===== src/design/twss_pkg.sv =====
// Shared types, sizes and codes for the time-window sample statistics block.
// Depends on nothing; the design files refer to it by scoped names, the testbench imports it.
`timescale 1ns / 1ps

package twss_pkg;

    localparam int DEPTH    = 64;
    localparam int IDX_W    = $clog2(DEPTH);
    localparam int CNT_W    = $clog2(DEPTH + 1);
    localparam int SAMPLE_W = 16;
    localparam int TIME_W   = 32;
    localparam int AGE_W    = 31;
    localparam int THR_W    = TIME_W + 1;
    localparam int ENTRY_W  = TIME_W + SAMPLE_W;
    localparam int SUM_W    = SAMPLE_W + IDX_W + 1;
    localparam int MAG_W    = SUM_W - 1;
    localparam int STEP_W   = $clog2(MAG_W + 1);

    localparam logic [1:0] REQ_ADD   = 2'd0;
    localparam logic [1:0] REQ_QUERY = 2'd1;
    localparam logic [1:0] REQ_CLEAR = 2'd2;

    localparam logic signed [SAMPLE_W-1:0] SAMPLE_MIN = {1'b1, {(SAMPLE_W-1){1'b0}}};
    localparam logic signed [SAMPLE_W-1:0] SAMPLE_MAX = {1'b0, {(SAMPLE_W-1){1'b1}}};

    typedef struct packed {
        logic [1:0]                 req_type;
        logic signed [SAMPLE_W-1:0] sample_value;
        logic signed [TIME_W-1:0]   timestamp;
        logic [AGE_W-1:0]           window_age;
    } req_t;

    typedef struct packed {
        logic signed [SAMPLE_W-1:0] window_average;
        logic signed [SAMPLE_W-1:0] window_maximum;
        logic signed [SAMPLE_W-1:0] window_minimum;
        logic [CNT_W-1:0]           window_count;
        logic [CNT_W-1:0]           stored_count;
    } rsp_t;

    // Ring position k entries after the oldest one.
    function automatic logic [IDX_W-1:0] ring_at(input logic [IDX_W-1:0] oldest,
                                                 input logic [CNT_W-1:0] k);
        logic [CNT_W:0] p;
        p = (CNT_W+1)'(oldest) + (CNT_W+1)'(k);
        if (p >= (CNT_W+1)'(DEPTH))
        begin
            p = p - (CNT_W+1)'(DEPTH);
        end
        return p[IDX_W-1:0];
    endfunction

endpackage


===== src/design/twss_div.sv =====
// Iterative signed-by-unsigned divider, one quotient bit per cycle, truncating.
// Depends on twss_pkg for widths.
`timescale 1ns / 1ps

module twss_div (
    input  logic                                   clk,
    input  logic                                   rst_n,
    input  logic                                   start,
    input  logic signed [twss_pkg::SUM_W-1:0]      dividend,
    input  logic [twss_pkg::CNT_W-1:0]             divisor,
    output logic                                   done,
    output logic signed [twss_pkg::SAMPLE_W-1:0]   quotient
);

    logic                               busy_reg, busy_next;
    logic [twss_pkg::STEP_W-1:0]        step_reg, step_next;
    logic [twss_pkg::MAG_W-1:0]         quo_reg, quo_next;
    logic [twss_pkg::CNT_W-1:0]         rem_reg, rem_next;
    logic [twss_pkg::CNT_W-1:0]         dsr_reg, dsr_next;
    logic                               neg_reg, neg_next;
    logic [twss_pkg::CNT_W:0]           trial;
    logic [twss_pkg::SUM_W-1:0]         mag;
    logic [twss_pkg::SAMPLE_W-1:0]      qmag;

    always_comb
    begin
        busy_next = busy_reg;
        step_next = step_reg;
        quo_next  = quo_reg;
        rem_next  = rem_reg;
        dsr_next  = dsr_reg;
        neg_next  = neg_reg;
        done      = 1'b0;
        trial     = {rem_reg, quo_reg[twss_pkg::MAG_W-1]};
        mag       = dividend[twss_pkg::SUM_W-1] ? (-dividend) : dividend;

        if (start)
        begin
            busy_next = 1'b1;
            step_next = twss_pkg::STEP_W'(twss_pkg::MAG_W);
            quo_next  = mag[twss_pkg::MAG_W-1:0];
            rem_next  = '0;
            dsr_next  = divisor;
            neg_next  = dividend[twss_pkg::SUM_W-1];
        end
        else if (busy_reg)
        begin
            if (step_reg == '0)
            begin
                done      = 1'b1;
                busy_next = 1'b0;
            end
            else
            begin
                // shift in the next dividend bit, subtract when it fits
                if (trial >= {1'b0, dsr_reg})
                begin
                    rem_next = twss_pkg::CNT_W'(trial - {1'b0, dsr_reg});
                    quo_next = {quo_reg[twss_pkg::MAG_W-2:0], 1'b1};
                end
                else
                begin
                    rem_next = trial[twss_pkg::CNT_W-1:0];
                    quo_next = {quo_reg[twss_pkg::MAG_W-2:0], 1'b0};
                end
                step_next = step_reg - 1'b1;
            end
        end
    end

    assign qmag     = quo_reg[twss_pkg::SAMPLE_W-1:0];
    assign quotient = neg_reg ? $signed(-qmag) : $signed(qmag);

    always_ff @(posedge clk or negedge rst_n)
    begin
        if (!rst_n)
        begin
            busy_reg <= 1'b0;
            step_reg <= '0;
        end
        else
        begin
            busy_reg <= busy_next;
            step_reg <= step_next;
        end
    end

    always_ff @(posedge clk)
    begin
        quo_reg <= quo_next;
        rem_reg <= rem_next;
        dsr_reg <= dsr_next;
        neg_reg <= neg_next;
    end

endmodule


===== config.mk =====
export PLATFORM = sky130hd
export DESIGN_NAME = twss_div
export DESIGN_NICKNAME = d
export VERILOG_FILES = /design/src/design/twss_pkg.sv /design/src/design/twss_div.sv
export SDC_FILE = /design/constraint.sdc
export NUM_CORES = 1
export LEC_CHECK = 0
export ABC_AREA = 0
export BUFFER_PORTS_ARGS = -buffer_cell sky130_fd_sc_hd__buf_2
export CORE_ASPECT_RATIO = 1.1
export CORE_MARGIN = 2
export CORE_UTILIZATION = 57
export DETAILED_ROUTE_END_ITERATION = 7
export PLACE_DENSITY = 0.9
export SETUP_SLACK_MARGIN = 0.15
export SLEW_MARGIN = 5
export SYNTH_ARGS = -nofsm -noshare
export SYNTH_HDL_FRONTEND = slang
export SYNTH_SLANG_ARGS = --single-unit

===== constraint.sdc =====
create_clock -name clk -period 2.8 [get_ports clk]
set_input_delay 0.56 -clock clk [delete_from_list [all_inputs] [get_ports clk]]
set_output_delay 0.56 -clock clk [all_outputs]
set_load 0.005 [all_outputs]

==> results of run 1 <==
[synth_stat cells, types with 3 or more instances]
| cell | n | area share |
|---|---|---|
| o31ai_1 | 8 | 0.021 |
| and3_1 | 3 | 0.0064 |
| o21ai_1 | 7 | 0.012 |
| nor2_1 | 39 | 0.050 |
| nor3_1 | 8 | 0.014 |
| xor2_1 | 19 | 0.057 |
| nand3_1 | 6 | 0.010 |
| dfrtp_1 | 6 | 0.051 |
| inv_1 | 17 | 0.022 |
| ha_1 | 10 | 0.043 |
| a21oi_1 | 29 | 0.050 |
| nand2_1 | 14 | 0.018 |
| a311oi_1 | 4 | 0.012 |
| nand4_1 | 3 | 0.0064 |
| edfxtp_1 | 30 | 0.31 |
| o21ai_0 | 8 | 0.014 |
| xnor2_1 | 19 | 0.057 |
| clkbuf_1 | 10 | 0.013 |
| mux2i_1 | 3 | 0.010 |
| dfxtp_1 | 7 | 0.048 |
| or3_1 | 3 | 0.0064 |
| nor4_1 | 5 | 0.011 |
| o41ai_1 | 3 | 0.0090 |
| nand2b_1 | 7 | 0.015 |
[through the flow]
stage | setup slack, ns | power, W | instance area (um2)
6_report | -0.03278 | 0.002184 | 3423
5_1_grt | -0.1325 | 0.002320 | 3423
2_1_floorplan | 0.4347 | 0.001477 | 2919
3_5_place_dp | 0.1625 | 0.001710 | 3207
4_1_cts | -0.03372 | 0.002154 | 3386
3_3_place_gp | 0.2357 | 0.001667 | 3207
[kinds of logic (layout without fill, tap and decap cells)]
| group | count (synthesis) | in the layout | share of synthesized area |
|---|---|---|---|
| AND/OR/NAND/NOR | 104 | 104 | 0.1860 |
| AO/OA/AOI/OAI | 81 | 81 | 0.1895 |
| flip-flops | 43 | 43 | 0.4081 |
| XOR/XNOR | 38 | 38 | 0.1140 |
| buffers and inverters | 30 | 83 | 0.04244 |
| adder cells (fa/ha/maj) | 11 | 11 | 0.04972 |
| multiplexers | 3 | 3 | 0.01029 |
[how the worst min path moves through the flow]
stage | cells after the start | slack (ns) | end | start
after floorplan | 0 | 0.26 | busy_reg | rst_n
after global placement | 1 | 0.39 | step_reg[2] | rst_n
after detailed placement | 1 | 0.39 | step_reg[2] | rst_n
after CTS | 1 | 0.06 | step_reg[2] | rst_n
after global routing | 1 | 0.06 | step_reg[4] | rst_n
final | 1 | 0.06 | step_reg[1] | rst_n
[routing by layer]
metal | global-route usage | vias up
met5 | 0 | -
met4 | 0.1038 | 0
met3 | 0.04695 | 13
met2 | 0.4101 | 87
met1 | 0.2951 | 1154
li1 | - | 1236
[power by group]
part           internal [W]  switching (W)
registers          0.000795       0.000105
clock network      0.000174       0.000234
logic              0.000399       0.000478
[layout make-up]
cell class	instances	area, um2	area share
tap	58	72.57	0.02120
timing repair buffer	58	312.8	0.09137
sequential	43	1191	0.3480
clock inverter	3	20.02	0.005848
clock buffer	5	68.82	0.02010
multi-input combinational	237	1694	0.4949
inverter	17	63.81	0.01864
[what timing repair did]
action                                  in CTS  in global routing
pin swaps                                    5                  1
cloned                                       0                  0
resized for setup                           12                  5
buffers inserted                             3                  2
endpoints found under the setup margin       7                  9
==> impl_results.md, run 1 <==
* Area delta synth->final at 17.27%
* Ys async rst share at 0.1395
* Layout cells sized above 1 at 0.2507
* HPWL after DPL at 4.655 mm
* Commonest non-fill, non-tap cell in the layout: buf_2
* Core area at 0.004966 mm2
* Number of routed nets with antenna violations at 0
* Top layer in use: met4
* Max_cap viols at 0
* Final WL at 6.362 mm
* Max clock buf depth at 2
* First-pass GRT wire length at 10.83 mm
* WS Path Type: register to primary output
* Clk_lat worst skew at 0.31 ns
* Synth Flop Type: edfxtp_1
* Reg2reg end: rem_reg[3]
* Gate Count Post-Synth at 310
* Cell area power density at 638.0 mW/mm2
* Via density per instance at 5.914
* Hold Buf Count CTS at 0
* Met3 wire len at 311 um
* Layout Cells excl Fill at 421
* Pleak at 1.377 nW
* CTS Buf Count at 5
* WL/cell at 15.11 um
* H-Tree Level Count at 2
* Reg2reg path depth at 8
* Hold Crit Class: primary input to async pin
* M1 WL at 2.677 mm
* Die ar. at 0.005710 mm2
* CTS tree: built
* Placed cells at 408
* Total grt overflow at 0
* Reg2reg setup slack at 0.37 ns
* Total negative slack at -0.1017 ns
* Max Slew Vio Count at 0
* Largest register FFs at 22
* Status: finished, violations left
* Synth unique cells at 58
* Number of global-route vias before repair at 2423
* Residual DRC at 0
* Setup ws final at -0.03278 ns
* Worst path depth at 8
* Clock root buffer master: clkbuf_8
* Critical Path End Type: primary output
* Initial antenna violation count at 0
* Most frequent cells in the layout: buf_2 (49), nor2_1 (39), edfxtp_1 (30)
* Metal2 WL at 3.202 mm
* Worst-path cell chain: inv_2, ha_4, nand2b_4, or4_4, or3_4, o21ai_2, xnor2_2, buf_2
* Tmin final at 2.833 ns
* Final nets at 406
* Worst setup path endpoint: quotient[14]
* Syn Area/Cell at 9.416 um2
* Maximum clock frequency at 0.3530 GHz
* Clk_skew at 0.009575 ns
* Worst Path Buf+Inv at 2
* Post-synth EDFFs at 30
* Mapped Area at 0.002919 mm2
* Reg clk slew, reported paths at 0.09 ns
* Yosys warns at 0
* Smallest hold slack at 0.05567 ns
* I/O pins at 50
* Filler instances at 347
* Port Buffer Count at 49
* Final Hold Fails at 0
* Failing checks: setup timing
* TritonRoute pass-1 iters at 5
* Relative slew margins at 0.4928
* Diode count at 0
* Routability Congestion at 0.9189
* Initial Util at 0.5878
* Slowest cell on crit path: edfxtp_1
* WP data required at 2.24 ns
* Num rows at 27
* Final core utilization at 0.6893
* CP delay by family, top: simple AND/OR/NAND/NOR gates
* Critical-path maximum fanout at 3
* Tcrit/Tclk final at 1.012
* Arrival time at the worst endpoint at 2.27 ns
* Clock net sink count at 43
* Final setup fails at 4
* Register area share after synthesis at 0.4081
* Critical Path Max Stage Delay at 0.42 ns
* Seq cells post-synth at 43
* FF-to-FF Start: quo_reg[21]
* Worst vdd ir at 0.3089 mV
* Largest net degree at the start of global routing at 40
* Total GRT Usage at 0.2412
* Worst Max-Slew Pin Slew at 0.7608 ns
* Origin of the worst setup path: quo_reg[1]
* Die Ht at 79.06 um
* Syn_nets at 354
* Kind of start point of the critical path: register
* RSZ-0062 raised after global routing: true
* DR vias at 2490
* Die width at 72.23 um
* DRT iter0 DRCs at 204
Power figures use the tool's default switching activity.
==> inputs of run 2 (changes only) <==
Settings changed: BUFFER_PORTS_ARGS -buffer_cell sky130_fd_sc_hd__buf_2 to unset, CORE_ASPECT_RATIO 1.1 to 1.2, CORE_UTILIZATION 57 to 60, CTS_CLUSTER_DIAMETER set to 60, DONT_BUFFER_PORTS set to 1, PLACE_DENSITY 0.9 to 0.85.
==> impl_results.md, run 2 (same netlist as run 1, synthesis figures left out) <==
* Max_cap viols at 0 (unchanged)
* Status: finished, violations left
* Arrival time at the worst endpoint at 2.35 ns (+0.08 ns)
* CP delay by family, top: simple AND/OR/NAND/NOR gates
* DR vias at 2310 (-7.2%)
* Slowest cell on crit path: edfxtp_1
* Pleak at 1.184 nW (-14%)
* I/O pins at 50 (unchanged)
* Largest net degree at the start of global routing at 70 (+75%)
* Total GRT Usage at 0.2390 (-0.002197)
* Max clock buf depth at 2 (unchanged)
* Commonest non-fill, non-tap cell in the layout: nor2_1
* H-Tree Level Count at 2 (unchanged)
* Critical Path Max Stage Delay at 0.46 ns (+0.04 ns)
* Final WL at 6.086 mm (-4.3%)
* Worst Path Buf+Inv at 1 (-1)
* WP data required at 2.24 ns (about the same)
* Via density per instance at 6.243 (+5.6%)
* Layout cells sized above 1 at 0.1058 (-0.1449)
* FF-to-FF Start: quo_reg[21]
* Final setup fails at 3 (-1)
* Cell area power density at 697.6 mW/mm2 (+9.3%)
* Worst Max-Slew Pin Slew at 0.6472 ns (-0.1135 ns)
* TritonRoute pass-1 iters at 4 (-1)
* Clk_lat worst skew at 0.30 ns (about the same)
* Number of routed nets with antenna violations at 0 (unchanged)
* Clock root buffer master: clkbuf_8
* Core area at 0.004628 mm2 (-6.8%)
* Diode count at 0 (unchanged)
* CTS tree: built
* Final nets at 355 (-13%)
* Residual DRC at 0 (unchanged)
* Worst-path cell chain: inv_1, ha_2, nand2b_1, or4_4, or3_4, o31ai_4, xnor2_2
* Final Hold Fails at 0 (unchanged)
* Kind of start point of the critical path: register
* Largest register FFs at 22 (unchanged)
* Hold Path Stages at 0
* Failing checks: setup timing
* Reg2reg setup slack at 0.45 ns (+0.08 ns)
* HPWL after DPL at 4.295 mm (-7.7%)
* Max Slew Vio Count at 0 (unchanged)
* Area delta synth->final at 9.130%
* Die ar. at 0.005441 mm2 (-4.7%)
* Initial antenna violation count at 0 (unchanged)
* WL/cell at 16.45 um (+8.8%)
* Most frequent cells in the layout: nor2_1 (39), edfxtp_1 (30), a21oi_1 (29)
* WS Path Type: register to primary output
* Tmin final at 2.913 ns (+0.08003 ns)
* CTS Buf Count at 5 (unchanged)
* Reg2reg end: rem_reg[3]
* Relative slew margins at 0.5685 (+0.07570)
* Tcrit/Tclk final at 1.040 (+0.02858)
* Clock net sink count at 43 (unchanged)
* Die width at 67.67 um (-6.3%)
* Clk_skew at 0.008315 ns (-0.001261 ns)
* DRT iter0 DRCs at 122 (-40%)
* Port Buffer Count at 0 (-100%)
* Reg clk slew, reported paths at 0.09 ns (about the same)
* Critical Path End Type: primary output
* Die Ht at 80.41 um (+1.7%)
* Initial Util at 0.6307 (+0.04291)
* DP Worst Slack at 0.2310 ns (+0.06849 ns)
* Number of global-route vias before repair at 2298 (-5.2%)
* Critical-path maximum fanout at 4 (+1)
* Total grt overflow at 0 (unchanged)
* RSZ-0062 raised after global routing: true
* Total negative slack at -0.2636 ns (-0.1618 ns)
* Maximum clock frequency at 0.3433 GHz (-2.7%)
* First-pass GRT wire length at 9.867 mm (-8.9%)
* Routability Congestion at 0.7678 (-16%)
* Hold EP: dsr_reg[1]
* Reg2reg path depth at 8 (unchanged)
* Setup ws final at -0.1128 ns (-0.08003 ns)
* Hold Crit Class: primary input to register
* Num rows at 27 (unchanged)
* Worst Hold Launch: divisor[1]
* Worst vdd ir at 0.3191 mV (+3.3%)
==> run 2: worst max path at each step <==
stage | cells past startpoint | endpoint | slack [ns] | from
floorplan | 7 | quotient[12] | 0.43 | quo_reg[0]
global placement | 7 | quotient[12] | 0.29 | quo_reg[0]
detailed placement | 7 | quotient[12] | 0.23 | quo_reg[0]
CTS | 7 | quotient[12] | -0.10 | quo_reg[0]
global route | 7 | quotient[12] | -0.20 | quo_reg[0]
finish | 7 | quotient[12] | -0.11 | quo_reg[0]
==> run 2: cell type report <==
class	instances	area, um2
Multi-Input combinational cell	237	1667
Fill cell	342	1443
Inverter	17	63.81
Tap cell	58	72.57
Timing Repair Buffer	7	55.05
Sequential cell	43	1191
Clock buffer	5	68.82
Clock inverter	3	67.56
==> run 2: power by group <==
group / switching (W) / internal, W
sequential: 0.000109 / 0.000795
combinational: 0.000411 / 0.000325
clock: 0.000226 / 0.000356
==> run 2: worst reg2reg max path, stage by stage (launching register included) <==
cell and delay [ns]:
edfxtp_1 0.33, inv_1 0.05, ha_1 0.21, fa_1 0.40, nand2b_1 0.17, a21oi_2 0.36
o21ai_2 0.20, a211o_1 0.32, a311oi_1 0.24
==> run 2: what timing repair did <==
item                       4_1_cts  5_1_grt
setup endpoints to repair        5        7
hold buffers                     1        0
buffers inserted                 2        1
hold endpoints to repair         6        0
pin swaps                        3        2
gates resized for setup          8        2
==> run 2: layer usage <==
metal	share of wire	global-route usage
met2	0.51	0.4216
met5	0	0
met3	0.055	0.05882
met4	0.029	0.09184
met1	0.41	0.2713
==> run 2: stage by stage <==
stage / total power (W) / cells / hold WS, ns / util / area (um2)
2_1_floorplan: 0.001477 / 310 / 0.2644 / - / 2919
3_3_place_gp: 0.001576 / 358 / 0.2645 / 0.6383 / 2954
3_5_place_dp: 0.001607 / 358 / 0.2646 / 0.6383 / 2954
4_1_cts: 0.002206 / 369 / 0.3201 / 0.6832 / 3162
5_1_grt: 0.002345 / 370 / 0.3156 / 0.6883 / 3186
6_report: 0.002222 / 370 / 0.3456 / 0.6883 / 3186
